<file path="src/hdl/ab_boot_slot_manager_unit_assert.svh">
// Assertion macros for the A/B boot slot manager.
// Each macro expects a clock named clk and an active-low reset named rst_n in scope.
`ifndef AB_BOOT_SLOT_MANAGER_UNIT_ASSERT_SVH
`define AB_BOOT_SLOT_MANAGER_UNIT_ASSERT_SVH

// Checked only while the block is out of reset.
`define ABSM_ASSERT(lbl, prop, msg) \
  lbl: assert property (@(posedge clk) disable iff (!rst_n) prop) else $error(msg);

// Checked on every edge, reset included.
`define ABSM_ASSERT_ALWAYS(lbl, prop, msg) \
  lbl: assert property (@(posedge clk) prop) else $error(msg);

`endif

</file>
<file path="src/hdl/absm_pkg.sv">
// Shared types and codes for the A/B boot slot manager.
// No dependencies; used by absm_core and ab_boot_slot_manager_unit.
package absm_pkg;

  typedef enum logic [1:0] {
    OP_SELECT      = 2'd0,
    OP_SET_PRIMARY = 2'd1,
    OP_SET_GOOD    = 2'd2,
    OP_LOAD        = 2'd3
  } op_e;

  localparam logic [1:0] ST_NONE      = 2'd0;
  localparam logic [1:0] ST_CONFIRMED = 2'd1;
  localparam logic [1:0] ST_TRIAL     = 2'd2;
  localparam logic [1:0] ST_ACCEPTED  = 2'd3;

  localparam logic [1:0] CFG_PRIMARY_PRIORITY  = 2'd0;
  localparam logic [1:0] CFG_FALLBACK_PRIORITY = 2'd1;
  localparam logic [1:0] CFG_DEFAULT_TRIES     = 2'd2;

  localparam logic [7:0] PRIMARY_PRIORITY_RST  = 8'd15;
  localparam logic [7:0] FALLBACK_PRIORITY_RST = 8'd14;
  localparam logic [7:0] DEFAULT_TRIES_RST     = 8'd3;

  typedef struct packed {
    logic [7:0] primary_priority;
    logic [7:0] fallback_priority;
    logic [7:0] default_tries;
  } cfg_t;

  typedef struct packed {
    logic [1:0]  operation;
    logic [7:0]  target_slot;
    logic        mark_good;
    logic [31:0] load_generation;
    logic [7:0]  load_active;
    logic [7:0]  load_prio_a;
    logic [7:0]  load_prio_b;
    logic [7:0]  load_tries_a;
    logic [7:0]  load_tries_b;
    logic [7:0]  load_good_a;
    logic [7:0]  load_good_b;
  } item_t;

  // Slot 0 is A, slot 1 is B.
  typedef struct packed {
    logic [31:0]     generation;
    logic            active;
    logic [1:0][7:0] prio;
    logic [1:0][7:0] tries;
    logic [1:0]      good;
  } slot_state_t;

endpackage

</file>
<file path="src/hdl/absm_core.sv">
// Next-state and status logic for one boot-control operation.
// Purely combinational; depends on absm_pkg.
module absm_core (
  input  absm_pkg::item_t       item,
  input  absm_pkg::cfg_t        cfg,
  input  absm_pkg::slot_state_t cur,
  output absm_pkg::slot_state_t nxt,
  output logic [1:0]            status,
  output logic                  selected
);
  import absm_pkg::*;

  logic [1:0]  bootable;
  logic        any_boot;
  logic        win;
  logic        tgt_ok;
  logic        tgt;
  logic        other;
  logic        load_ok;
  logic [31:0] gen_inc;

  always_comb begin
    for (int i = 0; i < 2; i++) begin
      bootable[i] = (cur.prio[i] != 8'd0) && (cur.good[i] || (cur.tries[i] != 8'd0));
    end
    any_boot = |bootable;
    // With both slots bootable the higher priority wins and a tie goes to the active slot.
    if (bootable[0] && bootable[1]) begin
      if (cur.prio[0] > cur.prio[1]) begin
        win = 1'b0;
      end else if (cur.prio[1] > cur.prio[0]) begin
        win = 1'b1;
      end else begin
        win = cur.active;
      end
    end else begin
      win = bootable[1];
    end
    tgt_ok  = (item.target_slot[7:1] == 7'd0);
    tgt     = item.target_slot[0];
    other   = ~tgt;
    load_ok = (item.load_active[7:1] == 7'd0) && (item.load_good_a[7:1] == 7'd0) &&
              (item.load_good_b[7:1] == 7'd0);
    gen_inc = cur.generation + 32'd1;
  end

  always_comb begin
    nxt      = cur;
    status   = ST_NONE;
    selected = 1'b0;
    case (op_e'(item.operation))
      OP_SELECT: begin
        if (any_boot) begin
          selected = win;
          if (cur.good[win]) begin
            status = ST_CONFIRMED;
            if (win != cur.active) begin
              nxt.active     = win;
              nxt.generation = gen_inc;
            end
          end else begin
            status          = ST_TRIAL;
            nxt.active      = win;
            nxt.tries[win]  = cur.tries[win] - 8'd1;
            nxt.generation  = gen_inc;
          end
        end
      end
      OP_SET_PRIMARY: begin
        if (tgt_ok) begin
          status         = ST_ACCEPTED;
          nxt.active     = tgt;
          nxt.prio[tgt]  = cfg.primary_priority;
          nxt.tries[tgt] = cfg.default_tries;
          if (bootable[other]) begin
            nxt.prio[other] = cfg.fallback_priority;
          end
          nxt.generation = gen_inc;
        end
      end
      OP_SET_GOOD: begin
        if (tgt_ok) begin
          status = ST_ACCEPTED;
          if (item.mark_good) begin
            nxt.good[tgt]  = 1'b1;
            nxt.tries[tgt] = cfg.default_tries;
            if (cur.prio[tgt] == 8'd0) begin
              nxt.prio[tgt] = (tgt == cur.active) ? cfg.primary_priority
                                                  : cfg.fallback_priority;
            end
          end else begin
            nxt.good[tgt]  = 1'b0;
            nxt.tries[tgt] = 8'd0;
            nxt.prio[tgt]  = 8'd0;
          end
          nxt.generation = gen_inc;
        end
      end
      OP_LOAD: begin
        if (load_ok) begin
          status         = ST_ACCEPTED;
          nxt.generation = item.load_generation;
          nxt.active     = item.load_active[0];
          nxt.prio[0]    = item.load_prio_a;
          nxt.prio[1]    = item.load_prio_b;
          nxt.tries[0]   = item.load_tries_a;
          nxt.tries[1]   = item.load_tries_b;
          nxt.good[0]    = item.load_good_a[0];
          nxt.good[1]    = item.load_good_b[0];
        end
      end
      default: begin
        nxt = cur;
      end
    endcase
  end

endmodule

</file>
<file path="src/hdl/ab_boot_slot_manager_unit.sv">
// Top level of the A/B boot slot manager: input stage, state, config and result register.
// Depends on absm_pkg, absm_core and ab_boot_slot_manager_unit_assert.svh.
//
//   Channel   Signals                                  Direction
//   in_       in_valid/in_ready + operation, load data  into block
//   out_      out_valid/out_ready + status and state    out of block
//   cfg_      cfg_we, cfg_index, cfg_wdata              into block
//
// An item passes from its transfer into the input register, then through the operation
// logic into the result register, where the slot state is updated on the same edge. One
// item per cycle is sustained while out_ready stays high. A stalled result holds the
// input stage; in_ready still rises when the stage drains. Reset is synchronous and
// restores the register defaults and an all-zero slot state.
module ab_boot_slot_manager_unit (
  input  logic        clk,
  input  logic        rst_n,
  input  logic        in_valid,
  output logic        in_ready,
  input  logic [1:0]  in_operation,
  input  logic [7:0]  in_target_slot,
  input  logic        in_mark_good,
  input  logic [31:0] in_load_generation,
  input  logic [7:0]  in_load_active,
  input  logic [7:0]  in_load_prio_a,
  input  logic [7:0]  in_load_prio_b,
  input  logic [7:0]  in_load_tries_a,
  input  logic [7:0]  in_load_tries_b,
  input  logic [7:0]  in_load_good_a,
  input  logic [7:0]  in_load_good_b,
  output logic        out_valid,
  input  logic        out_ready,
  output logic [1:0]  out_status,
  output logic        out_boot_slot,
  output logic [31:0] out_generation,
  output logic        out_active,
  output logic [7:0]  out_prio_a,
  output logic [7:0]  out_prio_b,
  output logic [7:0]  out_tries_a,
  output logic [7:0]  out_tries_b,
  output logic        out_good_a,
  output logic        out_good_b,
  input  logic        cfg_we,
  input  logic [1:0]  cfg_index,
  input  logic [7:0]  cfg_wdata
);
  import absm_pkg::*;

  `include "ab_boot_slot_manager_unit_assert.svh"

  cfg_t        cfg_r;
  logic        s1_valid_r;
  item_t       s1_item_r;
  slot_state_t state_r;
  slot_state_t state_nxt;
  logic [1:0]  status_nxt;
  logic        selected_nxt;
  logic        out_valid_r;
  logic [1:0]  out_status_r;
  logic        out_selected_r;
  slot_state_t out_state_r;
  logic        s1_advance;
  logic        in_xfer;

  assign s1_advance = s1_valid_r && (!out_valid_r || out_ready);
  assign in_ready   = !s1_valid_r || s1_advance;
  assign in_xfer    = in_valid && in_ready;

  always_ff @(posedge clk) begin
    if (!rst_n) begin
      cfg_r.primary_priority  <= PRIMARY_PRIORITY_RST;
      cfg_r.fallback_priority <= FALLBACK_PRIORITY_RST;
      cfg_r.default_tries     <= DEFAULT_TRIES_RST;
    end else if (cfg_we) begin
      case (cfg_index)
        CFG_PRIMARY_PRIORITY:  cfg_r.primary_priority  <= cfg_wdata;
        CFG_FALLBACK_PRIORITY: cfg_r.fallback_priority <= cfg_wdata;
        CFG_DEFAULT_TRIES:     cfg_r.default_tries     <= cfg_wdata;
        default: begin
          cfg_r <= cfg_r;
        end
      endcase
    end
  end

  always_ff @(posedge clk) begin
    if (!rst_n) begin
      s1_valid_r <= 1'b0;
    end else if (in_ready) begin
      s1_valid_r <= in_valid;
    end
  end

  always_ff @(posedge clk) begin
    if (in_xfer) begin
      s1_item_r.operation       <= in_operation;
      s1_item_r.target_slot     <= in_target_slot;
      s1_item_r.mark_good       <= in_mark_good;
      s1_item_r.load_generation <= in_load_generation;
      s1_item_r.load_active     <= in_load_active;
      s1_item_r.load_prio_a     <= in_load_prio_a;
      s1_item_r.load_prio_b     <= in_load_prio_b;
      s1_item_r.load_tries_a    <= in_load_tries_a;
      s1_item_r.load_tries_b    <= in_load_tries_b;
      s1_item_r.load_good_a     <= in_load_good_a;
      s1_item_r.load_good_b     <= in_load_good_b;
    end
  end

  absm_core u_core (
    .item     (s1_item_r),
    .cfg      (cfg_r),
    .cur      (state_r),
    .nxt      (state_nxt),
    .status   (status_nxt),
    .selected (selected_nxt)
  );

  // The state only moves when its result is written, so a held result always
  // matches the current state.
  always_ff @(posedge clk) begin
    if (!rst_n) begin
      state_r <= '0;
    end else if (s1_advance) begin
      state_r <= state_nxt;
    end
  end

  always_ff @(posedge clk) begin
    if (!rst_n) begin
      out_valid_r <= 1'b0;
    end else if (!out_valid_r || out_ready) begin
      out_valid_r <= s1_valid_r;
    end
  end

  always_ff @(posedge clk) begin
    if (s1_advance) begin
      out_status_r   <= status_nxt;
      out_selected_r <= selected_nxt;
      out_state_r    <= state_nxt;
    end
  end

  assign out_valid      = out_valid_r;
  assign out_status     = out_status_r;
  assign out_boot_slot  = out_selected_r;
  assign out_generation = out_state_r.generation;
  assign out_active     = out_state_r.active;
  assign out_prio_a     = out_state_r.prio[0];
  assign out_prio_b     = out_state_r.prio[1];
  assign out_tries_a    = out_state_r.tries[0];
  assign out_tries_b    = out_state_r.tries[1];
  assign out_good_a     = out_state_r.good[0];
  assign out_good_b     = out_state_r.good[1];

  `ABSM_ASSERT_ALWAYS(a_reset_empty, !rst_n |=> !out_valid_r && !s1_valid_r, "pipeline not empty after reset")
  `ABSM_ASSERT(a_held_matches_state, out_valid_r |-> out_state_r == state_r, "held result differs from slot state")
  `ABSM_ASSERT(a_none_keeps_gen, s1_advance && status_nxt == ST_NONE |=> state_r.generation == $past(state_r.generation), "rejected operation changed generation")
  `ABSM_ASSERT(a_sel_only_on_boot, out_valid_r && out_selected_r |-> out_status_r == ST_CONFIRMED || out_status_r == ST_TRIAL, "slot reported without a boot")
  `ABSM_ASSERT(a_stage_kept, s1_valid_r && !s1_advance |=> s1_valid_r, "stalled item dropped")

endmodule
</file>
<file path="config.mk">
export PLATFORM = sky130hd
export DESIGN_NAME = ab_boot_slot_manager_unit
export DESIGN_NICKNAME = d
export VERILOG_FILES = /design/src/hdl/absm_pkg.sv /design/src/hdl/absm_core.sv /design/src/hdl/ab_boot_slot_manager_unit.sv
export VERILOG_INCLUDE_DIRS = /design/src /design/src/hdl
export SDC_FILE = /design/constraint.sdc
export NUM_CORES = 1
export LEC_CHECK = 0
export BUFFER_PORTS_ARGS = -buffer_cell sky130_fd_sc_hd__buf_2
export CAP_MARGIN = 20
export CORE_ASPECT_RATIO = 0.5
export CORE_MARGIN = 2
export CORE_UTILIZATION = 58
export DETAILED_ROUTE_END_ITERATION = 10
export GPL_ROUTABILITY_DRIVEN = 0
export PLACE_DENSITY = 0.81
export SYNTH_ARGS = -nofsm -noshare
export SYNTH_HDL_FRONTEND = slang
export SYNTH_SLANG_ARGS = --single-unit
export TNS_END_PERCENT = 20
</file>
<file path="constraint.sdc">
create_clock -name clk -period 4.2 [get_ports clk]
set_input_delay 0 -clock clk [delete_from_list [all_inputs] [get_ports clk]]
set_output_delay 0 -clock clk [all_outputs]
set_load 0.02 [all_outputs]
</file>
==> key figures <==
Synthesis
  – Post-synthesis sequential area ratio: 54.26%
  – Yosys top cell by area: edfxtp_1
  – Synth Net Count: between 1000 and 1500
  – FF+latch count, synth: between 200 and 300
  – Async SR Flop Fraction: 0%
  – Synth Cell Area: around 13000 um2
  – Post-synthesis cell type count: 90
  – Yosys Warn Count: 0
  – Top FF cell, synth: edfxtp_1
  – Synth top area share: 39.69%
  – Post-synth EDFFs: 169
  – Synth top area cells: edfxtp_1 (40%), dfxtp_1 (15%), nand2_1 (5.0%), o21ai_0 (4.1%), nor2_1 (3.3%)
  – Syn Inst Count: 1264
  – Avg Synthesized Cell Area: roughly 10 um2

Flow run
  – Max_cap viols: 0

Finish
  – Most frequent cells in the layout: buf_2 (185), nand2_1 (171), edfxtp_1 (169)
  – P&R area growth vs syn: 24.05%
  – Nets: about 1700
  – Fraction of layout instances using a drive strength above 1: approximately a fifth
  – Post-Layout Inst Area: approximately 16000 um2
  – Most common cell after layout, fill and taps aside: buf_2

Floorplan
  – Initial Util: 59.10%
  – Die Span Y: ~110 um
  – Die Width: ~210 um
  – IO Pins: 186
  – Placement row count: 38
  – Total core area: roughly 22000 um2
  – Die Area: between 20000 and 25000 um2

Route
  – WL/cell: 21.62 um
  – Final WL: around 40000 um
  – DR pass1 iterations: 11
  – 1st-iter DRT viols: around 2100
  – Via count: roughly 12000
  – Residual DRC: 1
  – DRT antenna net count: 0
  – Avg Vias per Cell: approximately 6.5

STA
  – Tcrit/Tclk final: approximately 90%
  – Worst rel slew slack: between 20% and 30%
  – RSZ-0062 raised after global routing: false
  – Slew Limit Fails: 0
  – Final setup viols: 0
  – Final worst path period need: approximately 3.9 ns
  – Setup TNS: 0 ns
  – F_max: roughly 0.26 GHz
  – Worst-Margin Slew: ~1.1 ns
  – Clock skew: 0.01851 ns
  – Hold Vio Cnt, Final: 0

Clock tree
  – Clk_lat worst skew: between 0.5 and 0.6 ns
  – CTS buffer count: 24
  – Clock Sinks: 262
  – CTS tree: done
  – CTS root buffer: clkbuf_16
  – Clk buf depth: 3
  – Post-CTS Repair Setup Buffers: 0
  – Resized cells post-CTS: 0
  – H-tree depth: 1
  – Worst-path clk slew: ~0.070 ns
  – Post-CTS Hold Fix Bufs: ~110

Min path
  – Hold Crit Class: in2reg

Global route
  – Grt ovf: 0
  – Largest net degree at the start of global routing: just under 100
  – Antenna violations before repair: 0
  – Vias in the first global route: around 11000
  – GR Util All Layers: between 30 and 40%
  – First-pass GRT wire length: roughly 60000 um

Power and ir drop
  – Pleak: just under 6 nW
  – P per Cell Area: about 360 nW/um2
  – Max VDD drop: approximately 0.26 mV
  – Power after layout: 5.714 mW

Run status
  – Failing checks: DRC
  – Status: finished, violations left

Setup path
  – CP Max Fanout: 10
  – Worst Path Arrival: between 4 and 5 ns
  – Setup Crit Path Kind: reg2reg
  – Critical path capture point type: register
  – CP Launch Type: register
  – Worst Path Required: between 4 and 5 ns

Place
  – Port bufs: roughly 190
  – DP HPWL: 25600 um
  – Placement Cell Area: 13970 um2
[per-layer routing]
layer	track usage [%]	wire, um	part of all wire, %	vias to the layer above
met1	42.83	14920	37	5645
met4	16.48	2140	5.4	0
met5	0	0	0	-
met2	55.45	18520	46	927
met3	6.165	4422	11	209
li1	-	-	-	5290
[cell type report]
cell class,count,area (um2)
Timing Repair Buffer,321,2240
Antenna cell,1,2.502
Sequential cell,262,6937
Clock inverter,14,98.84
Inverter,29,111.4
Multi-Input combinational cell,893,5431
Tap cell,300,375.4
Fill cell,1506,5774
Clock buffer,30,663.1
[logic make-up after synthesis]
family                   after synthesis  synth area share, %
AND/OR/NAND/NOR                      431                15.42
AO/OA/AOI/OAI                        396                21.74
flip-flops                           262                54.26
buffers and inverters                109                3.308
multiplexers                          34                2.672
XOR/XNOR                              18                1.233
adder cells (fa/ha/maj)               14                1.370
[worst paths after layout]
path	from	end	slack, ns	depth (start not counted)
worst max register to register	state_r[31]	state_r[8]	0.34	15
worst min register to register	state_r[11]	state_r[11]	0.52	2
worst max-delay path	state_r[31]	state_r[8]	0.34	15
worst min-delay path	rst_n	cfg_r[1]	0.04	3
[sequential cells by signal (all words and copies together), names as in the netlist, 2 cells and up]
register	flops
s1_item_r	99
out_prio_a	8
out_prio_b	8
cfg_r	24
state_r	67
out_tries_a	8
out_tries_b	8
out_status	2
out_generation	32
[where the power goes]
group          internal [mW]  switching, mW  leakage [nW]
Clock                   1.14           1.02         0.369
Combinational          0.248          0.368          3.19
Sequential              2.86         0.0774          2.38
[cells in the mapped netlist (4+ instances only)]
master,n
mux2i_1,33
or2_2,9
clkbuf_1,66
and3_1,11
a221o_1,12
o211ai_1,14
a31oi_1,18
o21ba_2,4
a211oi_1,6
a21oi_1,69
nor2b_1,5
a22oi_1,32
inv_1,27
nand3_1,27
and2_1,7
o221a_2,5
edfxtp_1,169
nand2b_1,6
nor3_1,27
o21a_1,7
nor4_1,18
a22o_1,12
o2bb2ai_1,15
dfxtp_1,93
a32oi_1,5
buf_2,5
or3_1,9
ha_1,14
a221oi_1,11
o22ai_1,12
buf_1,7
nor2_1,114
nand2_1,171
a21boi_0,5
xor2_1,4
o31ai_1,9
xnor2_1,14
o21ai_0,104
nand4_1,10
o31a_1,4
[critical path, cell delays in order (launching register included)]
cell      delay, ns
dfxtp_1        0.38
inv_1          0.07
ha_1           0.29
a211oi_1       0.21
nor2_1         0.11
o31ai_1        0.65
o31ai_4        0.20
mux2i_1        0.21
ha_1           0.29
nor2b_1        0.29
nand2_1        0.14
xnor2_1        0.21
nand2_1        0.09
o21ai_0        0.09
a221o_1        0.34
o21ba_2        0.20
[per-stage QoR]
step	cells	hold slack, ns	worst slack (ns)	util, %
2_1_floorplan	1264	0.09887	0.4197	-
3_3_place_gp	1693	0.1764	0.6448	64.59
3_5_place_dp	1693	0.1781	0.4662	64.59
4_1_cts	1849	0.01207	0.4398	73.30
5_1_grt	1849	0.03357	0.1050	73.30
6_report	1850	0.03589	0.3394	73.31
Note: power is estimated with default switching activity, not from simulation.
